===== src/design/complete_tree_inorder_walk_defines.svh =====
// ---------------------------------------------------------------------------
// complete tree inorder walk: assertion macros
// shared concurrent assertion forms, clocked on clk and idle during rst
// ---------------------------------------------------------------------------
`ifndef COMPLETE_TREE_INORDER_WALK_DEFINES_SVH
`define COMPLETE_TREE_INORDER_WALK_DEFINES_SVH

// same-cycle implication
`define CTW_ASSERT_NOW(label, ante, cons) \
  label: assert property (@(posedge clk) disable iff (rst) (ante) |-> (cons)) \
    else $error("ctw assertion failed");

// next-cycle implication
`define CTW_ASSERT_NEXT(label, ante, cons) \
  label: assert property (@(posedge clk) disable iff (rst) (ante) |=> (cons)) \
    else $error("ctw assertion failed");

`endif


===== src/design/ctw_pkg.sv =====
// ---------------------------------------------------------------------------
// ctw_pkg
// constants, types and codes shared by the tree walk modules
// ---------------------------------------------------------------------------
package ctw_pkg;

  localparam int CAPACITY    = 64;
  localparam int STORE_DEPTH = 64;
  localparam int STORE_AW    = 6;
  localparam int STACK_DEPTH = 7;
  localparam int TOP_W       = 3;
  localparam int COUNT_W     = 7;
  localparam int CUR_W       = 8;
  localparam int SYM_W       = 8;

  localparam logic CMD_INSERT   = 1'b0;
  localparam logic CMD_TRAVERSE = 1'b1;

  typedef enum logic {
    ST_IDLE,
    ST_WALK
  } ctw_state_t;

  typedef struct packed {
    logic insert;
    logic init;
    logic push;
    logic pop;
  } ctw_cmd_t;

  typedef struct packed {
    logic cur_in_tree;
    logic stack_empty;
    logic full;
  } ctw_stat_t;

endpackage


===== src/design/ctw_ram.sv =====
// ---------------------------------------------------------------------------
// ctw_ram
// generic single write, single read memory with registered read data
// ---------------------------------------------------------------------------
module ctw_ram #(
  parameter int WIDTH = 8,
  parameter int DEPTH = 64
) (
  input  logic                     clk,
  input  logic                     we,
  input  logic [$clog2(DEPTH)-1:0] waddr,
  input  logic [WIDTH-1:0]         wdata,
  input  logic                     re,
  input  logic [$clog2(DEPTH)-1:0] raddr,
  output logic [WIDTH-1:0]         rdata
);

  logic [WIDTH-1:0] mem [DEPTH];

  always_ff @(posedge clk) begin
    if (we) begin
      mem[waddr] <= wdata;
    end
    if (re) begin
      rdata <= mem[raddr];
    end
  end

endmodule


===== src/design/ctw_ctrl.sv =====
// ---------------------------------------------------------------------------
// ctw_ctrl
// command decode and walk sequencing: push steps while the cursor is in the tree, else pop steps
// ---------------------------------------------------------------------------
module ctw_ctrl (
  input  logic              clk,
  input  logic              rst,
  input  logic              start,
  input  logic              command,
  input  ctw_pkg::ctw_stat_t stat,
  output ctw_pkg::ctw_cmd_t  cmd,
  output logic              busy
);

  import ctw_pkg::*;

  ctw_state_t state;
  ctw_state_t state_next;

  always_ff @(posedge clk) begin
    if (rst) begin
      state <= ST_IDLE;
    end else begin
      state <= state_next;
    end
  end

  always_comb begin
    state_next = state;
    unique case (state)
      ST_IDLE: begin
        if (start && command == CMD_TRAVERSE) begin
          state_next = ST_WALK;
        end
      end
      ST_WALK: begin
        if (!stat.cur_in_tree && stat.stack_empty) begin
          state_next = ST_IDLE;
        end
      end
      default: state_next = ST_IDLE;
    endcase
  end

  always_comb begin
    cmd  = '0;
    busy = 1'b0;
    unique case (state)
      ST_IDLE: begin
        cmd.insert = start && command == CMD_INSERT && !stat.full;
        cmd.init   = start && command == CMD_TRAVERSE;
      end
      ST_WALK: begin
        busy     = 1'b1;
        cmd.push = stat.cur_in_tree;
        cmd.pop  = !stat.cur_in_tree && !stat.stack_empty;
      end
      default: busy = 1'b0;
    endcase
  end

endmodule


===== src/design/ctw_dp.sv =====
// ---------------------------------------------------------------------------
// ctw_dp
// node store, node count, walk stack, cursor and result registers
// ---------------------------------------------------------------------------
`include "complete_tree_inorder_walk_defines.svh"

module ctw_dp (
  input  logic                      clk,
  input  logic                      rst,
  input  ctw_pkg::ctw_cmd_t          cmd,
  input  logic [ctw_pkg::SYM_W-1:0] symbol,
  output ctw_pkg::ctw_stat_t         stat,
  output logic [ctw_pkg::SYM_W-1:0] out_symbol,
  output logic                      last,
  output logic                      strobe
);

  import ctw_pkg::*;

  logic [COUNT_W-1:0]  count;
  logic [COUNT_W-1:0]  emitted;
  logic [CUR_W-1:0]    cur;
  logic [TOP_W-1:0]    top;
  logic [STORE_AW-1:0] stack [STACK_DEPTH];
  logic [STORE_AW-1:0] popped;
  logic [TOP_W-1:0]    top_dec;

  assign top_dec = top - TOP_W'(1);
  assign popped  = stack[top_dec];

  assign stat.full        = count >= COUNT_W'(CAPACITY);
  assign stat.stack_empty = top == '0;
  assign stat.cur_in_tree = (cur < {1'b0, count}) && (top != TOP_W'(STACK_DEPTH));

  always_ff @(posedge clk) begin
    if (rst) begin
      count  <= '0;
      strobe <= 1'b0;
    end else begin
      if (cmd.insert) begin
        count <= count + COUNT_W'(1);
      end
      strobe <= cmd.pop;
    end
  end

  always_ff @(posedge clk) begin
    if (cmd.init) begin
      cur     <= '0;
      top     <= '0;
      emitted <= '0;
    end else if (cmd.push) begin
      stack[top] <= cur[STORE_AW-1:0];
      top        <= top + TOP_W'(1);
      cur        <= {cur[CUR_W-2:0], 1'b1};
    end else if (cmd.pop) begin
      top     <= top_dec;
      cur     <= {1'b0, popped, 1'b0} + CUR_W'(2);
      emitted <= emitted + COUNT_W'(1);
      last    <= (emitted + COUNT_W'(1)) == count;
    end
  end

  ctw_ram #(
    .WIDTH (SYM_W),
    .DEPTH (STORE_DEPTH)
  ) u_store (
    .clk   (clk),
    .we    (cmd.insert),
    .waddr (count[STORE_AW-1:0]),
    .wdata (symbol),
    .re    (cmd.pop),
    .raddr (popped),
    .rdata (out_symbol)
  );

  `CTW_ASSERT_NOW(a_push_room, cmd.push, top < TOP_W'(STACK_DEPTH))
  `CTW_ASSERT_NOW(a_pop_nonempty, cmd.pop, top != '0)
  `CTW_ASSERT_NOW(a_count_bound, 1'b1, count <= COUNT_W'(CAPACITY))
  `CTW_ASSERT_NEXT(a_pop_gives_word, cmd.pop, strobe)
  `CTW_ASSERT_NEXT(a_nothing_after_last, strobe && last, !strobe)

endmodule


===== src/design/complete_tree_inorder_walk.sv =====
// ---------------------------------------------------------------------------
// complete_tree_inorder_walk
// level-order complete binary tree of byte symbols with inorder readout
//
//   channel   handshake              words
//   command   start / busy           command, symbol
//   result    strobe                 out_symbol, last
//
// a full store drops an insert
// a traverse holds busy through the walk: the walk stack takes one
// push or one pop per cycle, and each pop gives one word in the cycle after it
// an empty tree gives no word and frees the block
// rst clears the node count, so the tree starts empty; results cannot stall
// ---------------------------------------------------------------------------
module complete_tree_inorder_walk (
  input  logic                      clk,
  input  logic                      rst,
  input  logic                      start,
  output logic                      busy,
  input  logic                      command,
  input  logic [ctw_pkg::SYM_W-1:0] symbol,
  output logic [ctw_pkg::SYM_W-1:0] out_symbol,
  output logic                      last,
  output logic                      strobe
);

  import ctw_pkg::*;

  ctw_cmd_t  cmd;
  ctw_stat_t stat;

  ctw_ctrl u_ctrl (
    .clk     (clk),
    .rst     (rst),
    .start   (start),
    .command (command),
    .stat    (stat),
    .cmd     (cmd),
    .busy    (busy)
  );

  ctw_dp u_dp (
    .clk        (clk),
    .rst        (rst),
    .cmd        (cmd),
    .symbol     (symbol),
    .stat       (stat),
    .out_symbol (out_symbol),
    .last       (last),
    .strobe     (strobe)
  );

endmodule


===== config.mk =====
export PLATFORM = sky130hd
export DESIGN_NAME = complete_tree_inorder_walk
export DESIGN_NICKNAME = d
export VERILOG_FILES = /design/src/design/ctw_pkg.sv /design/src/design/ctw_ram.sv /design/src/design/ctw_ctrl.sv /design/src/design/ctw_dp.sv /design/src/design/complete_tree_inorder_walk.sv
export VERILOG_INCLUDE_DIRS = /design/src /design/src/design
export SDC_FILE = /design/constraint.sdc
export NUM_CORES = 1
export LEC_CHECK = 0
export ABC_AREA = 1
export BUFFER_PORTS_ARGS = -buffer_cell sky130_fd_sc_hd__clkbuf_2
export CAP_MARGIN = 15
export CORE_AREA = 2 2 261 263
export DETAILED_ROUTE_END_ITERATION = 10
export DIE_AREA = 0 0 263 265
export PLACE_DENSITY = 0.61
export SLEW_MARGIN = 10
export SYNTH_ARGS = -nofsm -noshare
export SYNTH_HDL_FRONTEND = slang
export SYNTH_SLANG_ARGS = --single-unit

===== constraint.sdc =====
create_clock -name clk -period 8 [get_ports clk]
set_input_delay 1.2 -clock clk [delete_from_list [all_inputs] [get_ports clk]]
set_output_delay 1.2 -clock clk [all_outputs]
set_load 0.02 [all_outputs]

# --- Yosys cells after proc, flatten, opt, wreduce, memory -nomap -nowiden ---
# Memories as Yosys holds them, arrays and structs flattened. A register that Yosys moved wholly into a read port is not among the register bits.
# Index checks and enable logic that the tools add are counted.
totals:
  reg_bits: 28
  ramBits: 554
  output_inout_bits: 11
  elab_cells: 50
  n_memories: 2
classes:
  addsub: 5
  magnitude_cmp: 2
  eq_ne: 2
  muxes: 15
  n_bitwise: 4
  n_reduce_logical: 13
mem_list:
  columns: ["memory", "words", "width", "rd", "rd_clocked_by_memory_dff", "write_ports", "line_no", "rtl"]
  rows:
  - ["u_dp.u_store.mem", 64, 8, 1, 1, 1, "ctw_ram.sv:18", "logic [WIDTH-1:0] mem [DEPTH];"]
  - ["u_dp.stack", 7, 6, 1, 0, 1, "ctw_dp.sv:24", "logic [STORE_AW-1:0] stack [STACK_DEPTH];"]
ops:
  columns: ["operator", "n"]
  rows:
  - ["$mux W8", 2]
  - ["$add A7 B1 Y7 const B", 2]
  - ["$add A7 B2 Y8 const B", 1]
  - ["$lt A8 B7 Y1", 1]
  - ["$mux W1", 8]
  - ["$eq A7 B7 Y1", 1]
  - ["$ge A7 B7 Y1 const B", 1]
  - ["$logic_and A1 B1 Y1", 6]
  - ["$mux W3", 2]
  - ["$mux W2", 2]
  - ["$not A1 Y1", 4]
  - ["$add A3 B1 Y3 const B", 1]
  - ["$logic_not A1 Y1", 3]
  - ["$logic_not A3 Y1", 1]
  - ["$ne A3 B3 Y1 const B", 1]
  - ["$reduce_and A3 Y1", 1]
  - ["$sub A3 B1 Y3 const B", 1]
  - ["$pmux W1 S2", 1]
  - ["$reduce_and A2 Y1", 1]
  - ["$reduce_bool A2 Y1", 1]

# --- Depth between registers and ports, before layout ---
# Gate-level depths: netlist of the first run.
logic_depth:
  word_depth: 8
  depth_mapped: 22

# --- Hierarchy ---
# From an unflattened synthesis of the first run, not the netlist that was laid out.
unflattened:
  cells_unflattened: 2193
  hier_area_um2: 24887.6
by_module_without_submodules:
  columns: ["module", "instances", "cells_each", "area_per_inst_um2"]
  rows:
  - ["ctw_ram", 1, 1805, 21419.3]
  - ["ctw_dp", 1, 374, 3385.7]
  - ["ctw_ctrl", 1, 14, 82.6]

# --- Worst setup path after synthesis of the first run ---
# Ideal clock, no wire load.
synth_timing:
  kind: "input to register"
  from: "in start"
  to: "mem u_dp.u_store.mem[57][0], enable pin"
  setup_ps: 383
  arrival_ps: 2431
  t_required_ps: 7617
  slack_ps: 5185
  stages: 6
  path_buffers: 0
  cell_sequence: "inv_1 -> nor2_1 -> nand3_1 -> inv_1 -> nand3_1 -> nor3_1"
synth_between:
  elab_chain_cells: 5
synth_lines:
  columns: ["element", "line_no", "rtl"]
  rows:
  - ["start: declaration", "complete_tree_inorder_walk.sv:18", "input logic start,"]
  - ["$logic_and A1 B1 Y1 (2 in series)", "ctw_ctrl.sv:50", "cmd.insert = start && command == CMD_INSERT && !stat.full;"]
  - ["$mux W2", "ctw_ctrl.sv:48", "unique case (state)"]
  - ["$mux W1", "ctw_ram.sv:21", "if (we) begin"]
  - ["$mux W1 (implied by the code)", "ctw_ram.sv:22", "mem[waddr] <= wdata;"]
  - ["end: declaration", "ctw_ram.sv:18", null]
# No other way between the ends.

# --- Worst setup path after layout of the first run ---
layout_timing:
  from: "reg u_dp.top[1]"
  to: "reg u_dp.u_store.rdata[3], read port of u_dp.u_store.mem (data pin)"
layout_between:
  elab_chain_cells: 5
  word_cells_on_any_way: 9
layout_lines:
  columns: ["element", "line_no", "rtl"]
  rows:
  - ["start: declaration", "ctw_dp.sv:23", "logic [TOP_W-1:0] top;"]
  - ["start signal: assignment", "ctw_dp.sv:54", "top <= top + TOP_W'(1);"]
  - ["start signal: assignment", "ctw_dp.sv:57", "top <= top_dec;"]
  - ["branches (longest 5 deep; another with $mem_v2 Z7 W6)", null, null]
  - ["end: declaration", "ctw_ram.sv:15", "output logic [WIDTH-1:0] rdata"]
# Several ways; the timed one is not identified.
# A chain may end at the register's enable or synchronous reset.

==> reports/metrics.cfg, run 1 <==
[status]
status = completed

[grt]
grt.total_usage_pct = 20.0
antenna_found_initial = 2
grt_pass1_vias = 17413
overflow = 0
grt_max_degree = 110
grt_pass1_wl_um = 107000

[logic_synthesis]
async_reset_ff_share_pct = 0
synth_ff_type = edfxtp_1
ys_seq_area_share_pct = 65.8
yosysWarnings = 0
synth_edf_count = 563
synthCells = 2501
synth.area.top_cells = edfxtp_1 64%, nand3_1 10%, nand2_1 6.3%, inv_1 5.3%, nand3b_1 5.0%
synthesis.area_um2 = 26500
synth_commonest_cells = 563 x edfxtp_1, 550 x nand3_1, 448 x nand2_1
synthesis.nets = 2526
post-synth-top-count-cell = edfxtp_1
avgSynthCellArea_um2 = 10.6
synth_cell_types = 37
synth_top_area_cell = edfxtp_1
synth_top_area_share_pct = 63.7
ys_seq_elements = 590

[cts]
worst_skew_pair.late_latency_ns = 0.64
cts_resized = 0
cts_buffer_depth = 3
cts_hold_repair.buffers = 0
htreeDepth = 2
postCtsSetupBuffers = 0
clock-root-buffer = clkbuf_16
cts.sinks = 590
numCtsBuffers = 59
cts_tree = done
path_clk_slew_ns = 0.06

[setup_path]
cp_max_fo = 106
arrival_ns = 5.23
end_kind = register
cp.required_ns = 8.39
path_common_cell = nand2_1
cp.buffers_inverters = 4
cpPeakStageDelay_ns = 0.77
cp-start-kind = register
crit_chain = inv_1, ha_1, inv_2, nand2_1, nand3_4, nand2_8, buf_4, nand2_1, nand3_1, nand3_1, nand3_1, nand2_1, nand2_1, nand2_1, inv_1, nand2_1
cpMaxStageDelayCell = buf_4
r2r_cells = 16
critical-path-top-delay-family = simple AND/OR/NAND/NOR gates
critPathKind = register to register
crit_cells = 16

[cells_and_area]
n_antenna_cell = 0
nets = 2502
syn_to_final_growth_pct = 10.3
drive_gt1_share_pct = 6.22

[route]
vias = 18136
viasPerCell = 5.34
wl_per_cell_um = 20.6
drt_iter0_markers = 2101
drc = 0
drt-total-wl_um = 70100
first_pass_iters = 6
postRouteAntennaNets = 0

[timing]
final_hold_viol_count = 0
drv_slew = 0
setup_viol = 0
rsz0062_at_grt = no
clock_skew_ns = 0.0148
period_share_pct = 60.5
fin_crit_ns = 4.84
timing.fmax_mhz = 207
worstMarginPinSlew_ns = 1.19
relSlewSlack_pct = 20.5
fin_tns_setup_ns = 0

[worst_hold_path]
min_path_cells = 2
min_path_type = register to register

[run]
maxCapViolCount = 0

[floorplanning]
num_rows = 95
pin_count = 23
die_w_um = 263
die_area_um2 = 69700
dieHeight_um = 265
placeableCoreArea_um2 = 66800
start_util_pct = 39.7

[placed_design]
dp_hpwl_um = 40300
port_buffers = 22
gp_congestion = 0.905

## cell families after synthesis
kind of cell,synth area share [%]
fa+ha+maj,0.613
flops,65.8
xor+xnor,0.264
buf+inv,8.32
simple gates,23.8
compound gates,1.28
## worst reg2reg max path, stage by stage, from the launching register on
cell and delay, ns:
dfxtp_1 0.45, inv_1 0.17, ha_1 0.63, inv_2 0.22, nand2_1 0.16, nand3_4 0.34
nand2_8 0.67, buf_4 0.87, nand2_1 0.16, nand3_1 0.10, nand3_1 0.12, nand3_1 0.24
nand2_1 0.13, nand2_1 0.08, nand2_1 0.05, inv_1 0.15, nand2_1 0.07
## final cells by class
cell class / instances / area (um2)
timing repair buffer: 54 / 415
clock inverter: 32 / 333
inverter: 391 / 1470
sequential: 590 / 17400
clock buffer: 77 / 1560
multi-input combinational: 1381 / 6950
fill: 6199 / 37500
tap: 873 / 1090
## through the flow
| step | worst slack (ns) | std cells | util (%) | hold slack (ns) | instance area (um2) |
|---|---|---|---|---|---|
| after floorplan | 5.19 | 2501 | - | 0.457 | 26500 |
| after global placement | 3.46 | 3282 | 40.8 | 0.475 | 27200 |
| after detailed placement | 3.30 | 3284 | 40.8 | 0.481 | 27300 |
| after CTS | 3.30 | 3393 | 43.7 | 0.490 | 29200 |
| after global routing | 2.84 | 3398 | 43.8 | 0.523 | 29300 |
| final | 3.16 | 3398 | 43.8 | 0.490 | 29300 |
## layer usage
| layer | wire length [um] | GRT usage (%) | share of wire (%) |
|---|---|---|---|
| met5 | 0 | 0 | 0 |
| met2 | 32200 | 31.8 | 46 |
| met4 | 2330 | 7.18 | 3.3 |
| met3 | 4960 | 2.86 | 7.1 |
| met1 | 30600 | 28.1 | 44 |
## path summary, 6_finish.rpt
kind | start | to | slack, ns
hold reg to reg | u_dp.emitted[4]$_SDFFE_PP0P_ | u_dp.emitted[4]$_SDFFE_PP0P_ | 0.49
hold / removal | u_dp.emitted[4]$_SDFFE_PP0P_ | u_dp.emitted[4]$_SDFFE_PP0P_ | 0.49
setup / recovery | u_dp.top[1]$_SDFFE_PP0P_ | u_dp.u_store.rdata[3]$_DFFE_PP_ | 3.16
setup reg to reg | u_dp.top[1]$_SDFFE_PP0P_ | u_dp.u_store.rdata[3]$_DFFE_PP_ | 3.16
## sequential cells by signal (all words and copies together), names as in the netlist
signal and flops:
u_dp.emitted 7, u_dp.strobe 1, u_dp.last 1, u_dp.top 3, u_ctrl.state 1, u_dp.cur 8
u_dp.count 7, u_dp.u_store.rdata 8, u_dp.u_store.mem 512, u_dp.stack 42
## placed cells by master (no fill, tap or decap), types with 20 or more instances in the layout
master / Yosys / layout
buf_4: 25 / 25
clkbuf_16: 0 / 59
clkbuf_2: 0 / 23
clkinv_1: 8 / 20
dfxtp_1: 27 / 27
edfxtp_1: 563 / 563
inv_1: 377 / 376
nand2_1: 448 / 447
nand3_1: 550 / 550
nand3b_1: 177 / 177
nor2_1: 99 / 99
o21ai_0: 28 / 28
Power of run 1 is not shown: default switching activity piles up to over one toggle a cycle in this logic, so the estimate is an artifact.
==> inputs of run 2 (changes only) <==
- clock period: 8 -> 4.6 ns (I/O delays scaled with it)
==> run 2 against run 1 <==
The flow now finishes with violations (max-slew violations); cell count hardly changed; sequential share of layout area is 0.29 points lower; critical path depth shrank 1; clock skew up 0.0076 ns; maximum frequency grew 14%; critical path type unchanged; largest cell class unchanged; highest routed layer unchanged.
==> reports/metrics.cfg, run 2 (same netlist as run 1, synthesis figures left out) <==
[status]
status = finished, violations left
violations = max-slew violations

[grt]
grt_pass1_wl_um = 106000
grt.total_usage_pct = 19.8
grt_pass1_vias = 17199
overflow = 0
antenna_found_initial = 2
grt_max_degree = 233

[timing]
worstMarginPinSlew_ns = 1.71
timing.fmax_mhz = 236
rsz0062_at_grt = no
drv_slew = 98
clock_skew_ns = 0.0224
setup_viol = 0
fin_crit_ns = 4.23
relSlewSlack_pct = -14.1
final_hold_viol_count = 0
period_share_pct = 92.0
fin_tns_setup_ns = 0

[placed_design]
gp_congestion = 0.857
dp_hpwl_um = 40400
port_buffers = 22

[setup_path]
critPathKind = register to register
cpMaxStageDelayCell = ha_1
end_kind = register
r2r_cells = 15
cp-startpoint = u_dp.top[1]$_SDFFE_PP0P_
cp-start-kind = register
cp_max_fo = 232
critical-path-top-delay-family = simple AND/OR/NAND/NOR gates
cp.required_ns = 4.97
crit_chain = inv_1, ha_1, inv_2, nand3_1, nand3_4, buf_12, nand3_1, nand3_1, nand3_1, nand3_1, nand2_1, nand2_1, nand2_1, inv_1, nand2_1
arrival_ns = 4.60
path_common_cell = nand3_1
cpPeakStageDelay_ns = 0.51
cp.buffers_inverters = 4
regToRegSetupSlack_ns = 0.37
timing.rr.end = u_dp.u_store.rdata[3]$_DFFE_PP_
r2r-start = u_dp.top[1]$_SDFFE_PP0P_

[floorplanning]
pin_count = 23
placeableCoreArea_um2 = 66800
die_area_um2 = 69700
dieHeight_um = 265
num_rows = 95
die_w_um = 263
start_util_pct = 39.7

[cells_and_area]
largest_register_ffs = 512
layout_commonest_cell = edfxtp_1
final_cell_mix = 563 x edfxtp_1, 550 x nand3_1, 447 x nand2_1
nets = 2500
drive_gt1_share_pct = 6.57
top_regs = u_dp.u_store.mem (512), u_dp.stack (42)
syn_to_final_growth_pct = 10.9
largest_register = u_dp.u_store.mem

[worst_hold_path]
min_path_type = input port to register
holdCritStartpoint = rst
hold_path_end = u_dp.count[5]$_SDFFE_PP0P_
min_path_cells = 2

[route]
vias = 18142
viasPerCell = 5.34
first_pass_iters = 5
drt_iter0_markers = 2187
wl_per_cell_um = 20.5
drc = 0
drt-total-wl_um = 69800
postRouteAntennaNets = 0

[cts]
cts_resized = 0
cts_hold_repair.buffers = 0
cts_buffer_depth = 3
cts.sinks = 590
cts_tree = done
path_clk_slew_ns = 0.06
postCtsSetupBuffers = 0
clock-root-buffer = clkbuf_16
worst_skew_pair.late_latency_ns = 0.63
htreeDepth = 2
numCtsBuffers = 58

[run]
maxCapViolCount = 0

## run 2: cell count changes in the layout (fill, tap and decap cells not counted), sizes merged
cell      delta
clkinvlp     +4
bufinv       +2
clkbuf       -6
diode        +2
## run 2: worst reg2reg max path, stage by stage (launching register included)
cell and delay, ns:
dfxtp_1 0.46, inv_1 0.16, ha_1 0.51, inv_2 0.27
nand3_1 0.17, nand3_4 0.13, buf_12 0.46, nand3_1 0.89
nand3_1 0.19, nand3_1 0.19, nand3_1 0.16, nand2_1 0.08
nand2_1 0.08, nand2_1 0.06, inv_1 0.10, nand2_1 0.07
## run 2: area by class of cell
| class | instances | area [um2] |
|---|---|---|
| Sequential cell | 590 | 17400 |
| Clock inverter | 38 | 422 |
| Fill cell | 6228 | 37400 |
| Clock buffer | 72 | 1590 |
| Inverter | 391 | 1470 |
| Multi-Input combinational cell | 1381 | 6940 |
| Antenna cell | 2 | 5.00 |
| Timing Repair Buffer | 53 | 455 |
| Tap cell | 873 | 1090 |
## run 2: metrics by stage
stage	area, um2	std cells	hold slack, ns	util (%)	setup slack (ns)
detailed placement	27400	3287	0.495	41.0	0.724
finish	29400	3400	0.382	44.0	0.368
global route	29400	3398	0.383	44.0	0.303
CTS	29400	3397	0.350	44.0	0.737
global placement	27400	3287	0.473	41.0	0.817
floorplan	26500	2501	0.457	-	1.80
## run 2: worst max-delay path by stage
stage | cells past startpoint | end
2_1_floorplan | 21 | u_dp.cur[5]$_SDFFE_PP0P_
3_3_place_gp | 15 | u_dp.u_store.rdata[0]$_DFFE_PP_
3_5_place_dp | 15 | u_dp.u_store.rdata[1]$_DFFE_PP_
4_1_cts | 15 | u_dp.u_store.rdata[3]$_DFFE_PP_
5_1_grt | 15 | u_dp.u_store.rdata[3]$_DFFE_PP_
6_report | 15 | u_dp.u_store.rdata[3]$_DFFE_PP_
## run 2: routing by layer
metal  wire, um  part of all wire [%]  GRT usage (%)  vias up
met5          0                     0              0        -
met4       1840                   2.6           6.58        0
met3       5830                   8.4           3.97      107
met2      32200                    46           30.9      702
met1      29900                    43           27.6     8914
li1           -                     -              -     8419
Power of run 2 is left out for the same reason.
